$ cat config.mk
export PLATFORM = sky130hd
export DESIGN_NAME = modified_utf8_encoder_core
export DESIGN_NICKNAME = d
export VERILOG_FILES = /design/src/hw/rtl/mu8_pkg.sv /design/src/hw/rtl/modified_utf8_encoder_core.sv
export SDC_FILE = /design/constraint.sdc
export NUM_CORES = 1
export LEC_CHECK = 0
export BUFFER_PORTS_ARGS = -buffer_cell sky130_fd_sc_hd__buf_2
export CORE_MARGIN = 5
export CORE_UTILIZATION = 57
export CTS_CLUSTER_SIZE = 20
export DETAILED_ROUTE_END_ITERATION = 8
export GPL_TIMING_DRIVEN = 0
export PLACE_DENSITY = 0.86
export SLEW_MARGIN = 30
export SYNTH_ARGS = -nofsm -noshare
export SYNTH_HDL_FRONTEND = slang
export SYNTH_SLANG_ARGS = --single-unit
$ cat constraint.sdc
create_clock -name clk -period 2.6 [get_ports clk]
set_input_delay 0.26 -clock clk [delete_from_list [all_inputs] [get_ports clk]]
set_output_delay 0.26 -clock clk [all_outputs]
set_load 0.005 [all_outputs]
$ cat src/hw/rtl/mu8_pkg.sv
`timescale 1ns / 1ps

package mu8_pkg;

    localparam int MaxBytes = 6;
    localparam int CntW     = $clog2(MaxBytes + 1);
    localparam int CpW      = 21;

    localparam logic [CpW-1:0] CpAsciiMax = 21'h00007F;
    localparam logic [CpW-1:0] CpTwoMax   = 21'h0007FF;
    localparam logic [CpW-1:0] CpBmpMax   = 21'h00FFFF;
    localparam logic [CpW-1:0] CpSurLo    = 21'h00D800;
    localparam logic [CpW-1:0] CpSurHi    = 21'h00DFFF;
    localparam logic [CpW-1:0] CpMax      = 21'h10FFFF;
    localparam logic [CpW-1:0] CpSuppBase = 21'h010000;

    localparam logic [5:0] HiSurTop = 6'b110110;
    localparam logic [5:0] LoSurTop = 6'b110111;

    localparam logic [2:0] LeadTwo   = 3'b110;
    localparam logic [3:0] LeadThree = 4'b1110;
    localparam logic [1:0] ContMark  = 2'b10;

    typedef logic [7:0] byte_t;

    typedef struct packed {
        byte_t [MaxBytes-1:0] bytes;
        logic  [CntW-1:0]     count;
    } enc_t;

    function automatic enc_t encode(input logic [CpW-1:0] cp);
        enc_t             r;
        logic [CpW-1:0]   off;
        logic [15:0]      hi;
        logic [15:0]      lo;
        r     = '0;
        off   = cp - CpSuppBase;
        hi    = {HiSurTop, off[19:10]};
        lo    = {LoSurTop, off[9:0]};
        if (cp <= CpTwoMax && (cp == '0 || cp > CpAsciiMax)) begin
            r.bytes[0] = {LeadTwo, cp[10:6]};
            r.bytes[1] = {ContMark, cp[5:0]};
            r.count    = CntW'(2);
        end else if (cp <= CpAsciiMax) begin
            r.bytes[0] = cp[7:0];
            r.count    = CntW'(1);
        end else if (cp <= CpBmpMax) begin
            if (!(cp >= CpSurLo && cp <= CpSurHi)) begin
                r.bytes[0] = {LeadThree, cp[15:12]};
                r.bytes[1] = {ContMark, cp[11:6]};
                r.bytes[2] = {ContMark, cp[5:0]};
                r.count    = CntW'(3);
            end
        end else if (cp <= CpMax) begin
            r.bytes[0] = {LeadThree, hi[15:12]};
            r.bytes[1] = {ContMark, hi[11:6]};
            r.bytes[2] = {ContMark, hi[5:0]};
            r.bytes[3] = {LeadThree, lo[15:12]};
            r.bytes[4] = {ContMark, lo[11:6]};
            r.bytes[5] = {ContMark, lo[5:0]};
            r.count    = CntW'(6);
        end
        return r;
    endfunction

endpackage

$ cat src/hw/rtl/modified_utf8_encoder_core.sv
`timescale 1ns / 1ps

// Java modified UTF-8 encoder: one codepoint in, one to six bytes out, run_last on the
// final byte of each codepoint. U+0000 gives C0 80; lone surrogates and values above
// 10FFFF give no bytes. The bytes of a codepoint leave the output port one at a time;
// the next codepoint is taken in the same cycle as the previous one's last byte, so
// ASCII streams at one item per cycle while out_ready stays high. The rate is set by
// the single output byte port draining the run register.
module modified_utf8_encoder_core (
    input  logic                      clk,
    input  logic                      rst_n,
    input  logic                      in_valid,
    output logic                      in_ready,
    input  logic [mu8_pkg::CpW-1:0]   codepoint,
    output logic                      out_valid,
    input  logic                      out_ready,
    output logic [7:0]                out_byte,
    output logic                      run_last
);
    import mu8_pkg::*;

    byte_t [MaxBytes-1:0] bytes_reg, bytes_next;
    logic  [CntW-1:0]     cnt_reg, cnt_next;
    enc_t                 enc;
    logic                 take;

    assign enc       = encode(codepoint);
    assign out_valid = (cnt_reg != '0);
    assign run_last  = (cnt_reg == CntW'(1));
    assign out_byte  = bytes_reg[0];
    assign take      = out_valid && out_ready;
    assign in_ready  = !out_valid || (out_ready && run_last);

    always_comb
    begin
        bytes_next = bytes_reg;
        cnt_next   = cnt_reg;
        if (take)
        begin
            for (int i = 0; i < MaxBytes - 1; i++)
            begin
                bytes_next[i] = bytes_reg[i+1];
            end
            bytes_next[MaxBytes-1] = '0;
            cnt_next = cnt_reg - CntW'(1);
        end
        if (in_valid && in_ready)
        begin
            bytes_next = enc.bytes;
            cnt_next   = enc.count;
        end
    end

    always_ff @(posedge clk or negedge rst_n)
    begin
        if (!rst_n)
        begin
            cnt_reg <= '0;
        end
        else
        begin
            cnt_reg <= cnt_next;
        end
    end

    always_ff @(posedge clk)
    begin
        bytes_reg <= bytes_next;
    end

    a_cnt_range: assert property (@(posedge clk) disable iff (!rst_n)
        cnt_reg <= CntW'(MaxBytes))
        else $error("byte count out of range");

    a_idle_ready: assert property (@(posedge clk) disable iff (!rst_n)
        !out_valid |-> in_ready)
        else $error("not ready while no bytes pending");

    a_run_continues: assert property (@(posedge clk) disable iff (!rst_n)
        (take && !run_last) |=> out_valid)
        else $error("run ended before last byte");

    a_no_overrun: assert property (@(posedge clk) disable iff (!rst_n)
        (in_valid && in_ready) |-> (!out_valid || (out_ready && run_last)))
        else $error("item accepted over a pending run");

endmodule

Word level (Yosys, flattened, before mapping)
Cells that the tools add are included.
- bits in registers: 51
- output and inout bits: 11
- logic and storage cells: 43
- $add $sub $neg: 2
- $lt $le $gt $ge: 7
- equality and inequality tests: 1
- mux-type cells: 15
- reduce and logical (&&, ||, !) cells: 11
- operator list (operator ; number):
    $mux 51 ; 4
    $mux 48 ; 2
    $mux 27 ; 2
    $le 21x16->1 const B ; 2
    $mux 40 ; 1
    $mux 32 ; 1
    $mux 24 ; 1
    $ge 21x16->1 const B ; 1
    $gt 21x7->1 const B ; 1
    $le 21x11->1 const B ; 1
    $le 21x21->1 const B ; 1
    $le 21x7->1 const B ; 1
    $logic_not 21->1 ; 1
    $sub 20x17->20 const B ; 1
    $mux 19 ; 1
    $mux 11 ; 1
    $mux 3 ; 2
    $logic_and 1x1->1 ; 5
    $eq 3x1->1 const B ; 1
    $reduce_bool 3->1 ; 1
    $sub 3x1->3 const B ; 1
    $logic_or 1x1->1 ; 2
    $reduce_bool 2->1 ; 1
    $logic_not 1->1 ; 1

Logic depth before layout (Yosys ltp)
Gate-level depths: netlist of run 1.
- depth in word-level cells: 9
- mapped depth: 9
- mapped depth without buffers: 8

Least setup slack after synthesis of run 1
Ideal clock, no wire load.
- path kind: input -> register
- start: input codepoint[16] in the netlist's numbering
- end: register bytes_reg (netlist bit out_byte[1]) (data pin)
- data arrival time: 2035 ps
- path slack: 299 ps
- stages: 9
- cell sequence: inv_1 ha_1 nor4b_2 or3b_1 a21oi_4 a21boi_2 buf_2 a221oi_1 a21oi_1
- RTL lines (element ; RTL line ; text):
    start: declaration ; modified_utf8_encoder_core.sv:14 ; input logic [mu8_pkg::CpW-1:0] codepoint,
    end signal: assignment ; modified_utf8_encoder_core.sv:68 ; bytes_reg <= bytes_next;
    end: declaration ; modified_utf8_encoder_core.sv:22 ; byte_t [MaxBytes-1:0] bytes_reg, bytes_next;

==> results of run 1 <==
-- per-stage QoR --
stage	worst slack, ns	setup TNS [ns]	instances	hold slack, ns
floorplan	0.299	0	227	-0.0356
global placement	-0.191	-4.24	315	0.0615
detailed placement	-0.185	-2.69	316	0.0615
CTS	0.0446	0	325	0.266
global route	0.0192	0	326	0.289
finish	0.147	0	326	0.263
-- layer usage --
| metal | track usage (%) | up-vias |
|---|---|---|
| li1 | - | 964 |
| met1 | 24.4 | 990 |
| met2 | 37.4 | 112 |
| met3 | 5.50 | 24 |
| met4 | 10.7 | 0 |
| met5 | 0 | - |
-- power by group through the flow --
stage	Combinational [mW]	Clock (mW)	Sequential [mW]
6_report	0.869	0.469	1.29
5_1_grt	0.970	0.510	1.31
4_1_cts	0.866	0.474	1.29
3_5_place_dp	0.859	0	1.31
3_3_place_gp	0.808	0	1.30
2_1_floorplan	0.604	0	1.28
-- layout by cell type, fill, tap and decap left out, types with 4 or more instances in the layout --
cell | netlist | routed
buf_2 | 4 | 38
clkbuf_1 | 6 | 5
a21o_1 | 8 | 8
and3_1 | 4 | 4
clkbuf_8 | 0 | 6
buf_4 | 9 | 10
a21oi_1 | 14 | 14
nand4_1 | 5 | 5
nor4_1 | 4 | 4
nand3_1 | 7 | 7
ha_1 | 4 | 4
edfxtp_1 | 45 | 45
a221oi_1 | 4 | 4
nor2_1 | 21 | 20
a22o_1 | 8 | 8
a221o_1 | 10 | 10
and2_1 | 17 | 17
inv_1 | 9 | 8
-- final cells by class --
| type | instances | share of cell area (%) |
|---|---|---|
| Clock inverter | 1 | 0.245 |
| Sequential cell | 48 | 46.5 |
| Buffer | 20 | 4.04 |
| Inverter | 9 | 1.10 |
| Multi-Input combinational cell | 150 | 36.4 |
| Timing Repair Buffer | 37 | 6.77 |
| Tap cell | 54 | 2.20 |
| Clock buffer | 7 | 2.81 |
-- final timing paths --
kind                                         start                     endpoint  slack [ns]  cells after the start
max in group asynchronous                    rst_n       cnt_reg[2]$_DFFE_PN0P_        2.22                      2
min in group clk                     codepoint[11]      bytes_reg[17]$_DFFE_PP_        0.33                      2
setup / recovery                     codepoint[16]        out_byte[1]$_DFFE_PP_        0.15                     10
setup reg to reg            cnt_reg[1]$_DFFE_PN0P_        out_byte[4]$_DFFE_PP_        0.27                      9
hold reg to reg            bytes_reg[36]$_DFFE_PP_  bytes_reg[28]$_SDFFCE_PP0P_        0.52                      1
hold / removal                               rst_n       cnt_reg[0]$_DFFE_PN0P_        0.26                      2
-- critical path, stage by stage --
cell and delay, ns:
buf_2 0.13, inv_1 0.08, ha_1 0.21, nor4b_4 0.28, or3b_1 0.42, a21oi_4 0.31, a21boi_2 0.19, buf_2 0.22
a221oi_1 0.28, a21oi_1 0.11
-- cell families after synthesis --
group,synth area share [%]
AOI/OAI and AO/OA,19.5
muxes,1.68
xor gates and xnor gates,0.653
DFF,53.2
adders and majority gates,1.87
and+or+nand+nor,17.4
buffers and inverters,5.78
-- repair_timing --
| action | in CTS | in global routing |
|---|---|---|
| endpoints found under the hold margin | 3 | 0 |
| gates resized for setup | 0 | 7 |
| hold buffers | 1 | 0 |
| endpoints found under the setup margin | 0 | 39 |
| buffers inserted | 0 | 1 |
==> impl_metrics.tcl, run 1 <==
set metrics [dict create \
    dp_hpwl_mm 4.39 \
    overflow 0 \
    maxSlewHeadroom_pct 67.5 \
    wl_met3_um 572 \
    seqPwrFrac_pct 49.0 \
    grt_pass1_wl_mm 10.2 \
    finalSetupViolCount 0 \
    worstMarginPinSlew_ns 0.478 \
    syn_nets 256 \
    cap_viol_max_count 0 \
    synth_top_flop_cell "edfxtp_1" \
    synth_cells 227 \
    start_util_pct 57.6 \
    grt_pass1_vias 2114 \
    p_leak_nw 1.21 \
    synth_warnings 0 \
    antenna_found_initial 0 \
    synth_largest_area_cell "edfxtp_1" \
    clockRootBuffer "clkbuf_8" \
    placed_area_um2 2940 \
    irDropWorstVdd_mv 0.479 \
    largest_reg_flops 37 \
    vias 2090 \
    p_total_mw 2.63 \
    grt_max_degree 31 \
    ys_ff_latch 48 \
    maxSlewViolCount 0 \
    finalCriticalPeriod_ns 2.45 \
    top_layer_used "met4" \
    dr_wl_met2_mm 3.01 \
    ctsHtreeMaxLevel 2 \
    insertion_delay_ns 0.31 \
    via_per_inst 6.41 \
    finalCritPeriodShare_pct 94.3 \
    wl_met1_mm 2.36 \
    wl_per_cell_um 18.9 \
    pwr_density_cell_nw_per_um2 856 \
    drtIter0Drc 241 \
    routed_wl_mm 6.17 \
    comb_power_share_pct 33.1 \
    endpoint_kind "register" \
    yosysMostFrequentCell "edfxtp_1" \
    ant_nets 0 \
    cp_data_arrival_time_ns 2.51 \
    path_clk_slew_ns 0.09 \
    max_freq_mhz 408 \
    synth_top_cell_area_share_pct 50.4 \
    rows 25 \
    multi_input_area_um2 1120 \
    finalNetCount 300 \
    gp_congestion 0.923 \
    stdcell_area_um2 3070 \
    synth_edf_count 45 \
    start_kind "input pin" \
    path_class "input pin to register" \
    drc 0 \
    rsz0062_at_grt "no" \
    drive_gt1_share_pct 27.2 \
    fp.dieArea_um2 6180 \
    num_antenna_cells 0 \
    io_buffers 34 \
    p_clk_share_pct 17.9 \
    tritoncts "yes" \
    dr.pass1.iters 5 \
    die_w_um 78.6 \
    ios 36 \
    async_reset_ff_share_pct 6.25 \
    nFillCells 357 \
    ff_latch_area_um2 1430 \
    p_sw_share_pct 29.7 \
    hp-class "input pin to async pin" \
    ys_seq_area_share_pct 53.2 \
    clock_path_buffers 2 \
    required_ns 2.65 \
    area_delta_synth_final_pct 14.4 \
    fp.coreArea_um2 4660 \
    fin_skew_ns 0.00555 \
    hold_violations 0 \
    grt_usage_pct 21.5 \
    synthTopCellsByArea "edfxtp_1, and2_1, a221o_1, nor2_1, dfrtp_1" \
    cts_num_sinks 48 \
    avgSynthCellArea_um2 11.8 \
    status "complete, no violations" \
    switching_power_mw 0.781 \
    p_int_mw 1.85 \
    cts_buffers 5 \
    syn_area_um2 2680 \
    yosysUniqueCellTypes 50 \
    fin_util_pct 65.9 \
    die_h_um 78.6 \
    synthTopCellsByCount "edfxtp_1, nor2_1, and2_1, a21oi_1, a221o_1" \
    cp_max_fo 10 \
]
No activity file was read; power rests on OpenSTA's default activity.
==> run 2, diff against run 1 <==
--- a/config.mk
+++ b/config.mk
@@ -6,9 +6,10 @@
 export NUM_CORES = 1
 export LEC_CHECK = 0
 export BUFFER_PORTS_ARGS = -buffer_cell sky130_fd_sc_hd__buf_2
+export CORE_ASPECT_RATIO = 1.5
 export CORE_MARGIN = 5
 export CORE_UTILIZATION = 57
-export CTS_CLUSTER_SIZE = 20
+export CTS_CLUSTER_SIZE = 28
 export DETAILED_ROUTE_END_ITERATION = 8
 export GPL_TIMING_DRIVEN = 0
 export PLACE_DENSITY = 0.86
==> run 2 against run 1 <==
Register-to-register slack got worse by 0.06 ns; global-route usage is 0.63 points lower; final cell count grew 4.0%; sequential power barely moved; die area grew 0.47%; clock skew up 0.0042 ns; final area grew 2.4%; worst setup slack got worse by 0.018 ns; maximum frequency is 0.74% lower; utilization is 3.3 points higher; combinational power about the same; critical path depth did not move.
==> impl_metrics.tcl, run 2 (synthesized netlist as in run 1, its figures left out) <==
set metrics [dict create \
    status "complete, no violations" \
    cts_num_sinks 48 \
    final_cell_mix "edfxtp_1, buf_2, nor2_1" \
    io_buffers 34 \
    finalNetCount 303 \
    post-place-ws_ns -0.287 \
    ant_nets 0 \
    antenna_found_initial 0 \
    crit_chain "buf_2 > inv_1 > ha_1 > nor4b_4 > or3b_1 > a21oi_4 > a21boi_2 > buf_2 > a221oi_1 > a21oi_1" \
    nFillCells 335 \
    maxSlewHeadroom_pct 57.6 \
    cp_max_fo 10 \
    final_common_cell "edfxtp_1" \
    p_total_mw 2.69 \
    clock_path_buffers 2 \
    regToRegStartpoint "cnt_reg[0]$_DFFE_PN0P_" \
    start_util_pct 59.1 \
    dp_cells 326 \
    max_freq_mhz 405 \
    routed_wl_mm 6.22 \
    fin_util_pct 69.2 \
    die_h_um 94.0 \
    grt_pass1_vias 2045 \
    pwr_density_cell_nw_per_um2 858 \
    start_kind "input pin" \
    ios 36 \
    grt_usage_pct 20.9 \
    crit_path_frequent_cell "buf_2" \
    endpoint_kind "register" \
    largest_reg_flops 37 \
    vias 2101 \
    die_w_um 66.0 \
    setup_ws_ns 0.129 \
    dp_hpwl_mm 4.61 \
    fp.dieArea_um2 6210 \
    clockRootBuffer "clkbuf_8" \
    dr.pass1.iters 4 \
    wl_per_cell_um 18.4 \
    grt_max_degree 26 \
    cap_viol_max_count 0 \
    ctsHtreeMaxLevel 2 \
    num_antenna_cells 0 \
    cp-startpoint "codepoint[16]" \
    drc 0 \
    hp-class "input pin to async pin" \
    drtIter0Drc 101 \
    grt_pass1_wl_mm 9.75 \
    area_delta_synth_final_pct 17.1 \
    p_leak_nw 1.24 \
    stdcell_area_um2 3140 \
    placed_area_um2 2960 \
    overflow 0 \
    finalCritPeriodShare_pct 95.0 \
    insertion_delay_ns 0.30 \
    gp_congestion 1.02 \
    required_ns 2.64 \
    fp.coreArea_um2 4540 \
    finalNonFillerCells 339 \
    maxSlewViolCount 0 \
    cp_data_arrival_time_ns 2.51 \
    tritoncts "yes" \
    hold_violations 0 \
    cp_slowest_stage_delay_ns 0.45 \
    finalCriticalPeriod_ns 2.47 \
    multi_input_area_um2 1130 \
    via_per_inst 6.20 \
    ff_latch_area_um2 1430 \
    irDropWorstVdd_mv 0.599 \
    finalSetupViolCount 0 \
    worstMarginPinSlew_ns 0.618 \
    rows 30 \
    path_class "input pin to register" \
    drive_gt1_share_pct 28.0 \
    crit_slowest_cell "or3b_1" \
    cts_buffers 5 \
    fin_skew_ns 0.00976 \
    path_clk_slew_ns 0.09 \
]
## run 2: cell count changes in the layout (fill, tap and decap cells not counted), sizes merged
cell,before,now
buf,50,53
bufinv,0,1
clkbuf,13,11
inv,9,10
## run 2: area by class of cell
type | count | share of cell area (%)
Tap cell | 64 | 2.55
Multi-Input combinational cell | 150 | 35.8
Clock buffer | 5 | 2.19
Buffer | 20 | 3.90
Timing Repair Buffer | 40 | 7.57
Clock inverter | 3 | 1.47
Sequential cell | 48 | 45.4
Inverter | 9 | 1.08
## run 2: worst paths after layout
kind / slack (ns) / cells after the start / to
worst max-delay path: 0.13 / 10 / out_byte[1]$_DFFE_PP_
worst min-delay path: 0.28 / 2 / cnt_reg[1]$_DFFE_PN0P_
worst max register to register: 0.21 / 9 / out_byte[4]$_DFFE_PP_
worst min register to register: 0.52 / 1 / bytes_reg[24]$_DFFE_PP_
max in group asynchronous: 2.21 / 2 / cnt_reg[2]$_DFFE_PN0P_
min in group clk: 0.34 / 2 / bytes_reg[17]$_DFFE_PP_
## run 2: layer usage
metal	global-route usage [%]	vias to the layer above	wire (µm)
li1	-	972	-
met1	25.6	1009	2370
met2	35.7	100	3200
met3	2.63	20	397
met4	10.2	0	252
met5	0	-	0
## run 2: repair_timing
| action | CTS | global route |
|---|---|---|
| gates resized for setup | 1 | 5 |
| setup buffers | 0 | 4 |
| endpoints found under the setup margin | 1 | 19 |
| hold buffers | 1 | 0 |
| pin swaps | 0 | 1 |
| endpoints found under the hold margin | 3 | 0 |
## run 2: report_power, final
| part | switching, mW | leakage [nW] | internal (mW) |
|---|---|---|---|
| logic | 0.444 | 0.702 | 0.424 |
| registers | 0.0796 | 0.484 | 1.21 |
| clock network | 0.249 | 0.0548 | 0.290 |
| total | 0.773 | 1.24 | 1.92 |
## run 2: per-stage QoR
| stage | hold slack (ns) | TNS, ns |
|---|---|---|
| 2_1_floorplan | -0.0356 | 0 |
| 3_3_place_gp | 0.0584 | -4.98 |
| 3_5_place_dp | 0.0624 | -5.57 |
| 4_1_cts | 0.282 | 0 |
| 5_1_grt | 0.279 | -0.0178 |
| 6_report | 0.280 | 0 |
## run 2: worst max-delay path: cells and delay by family
| kind | cells | cell delay [ns] |
|---|---|---|
| AND/OR/NAND/NOR | 2 | 0.77 |
| buffers and inverters | 3 | 0.46 |
| AO/OA/AOI/OAI | 4 | 0.80 |
| adder cells (fa/ha/maj) | 1 | 0.22 |
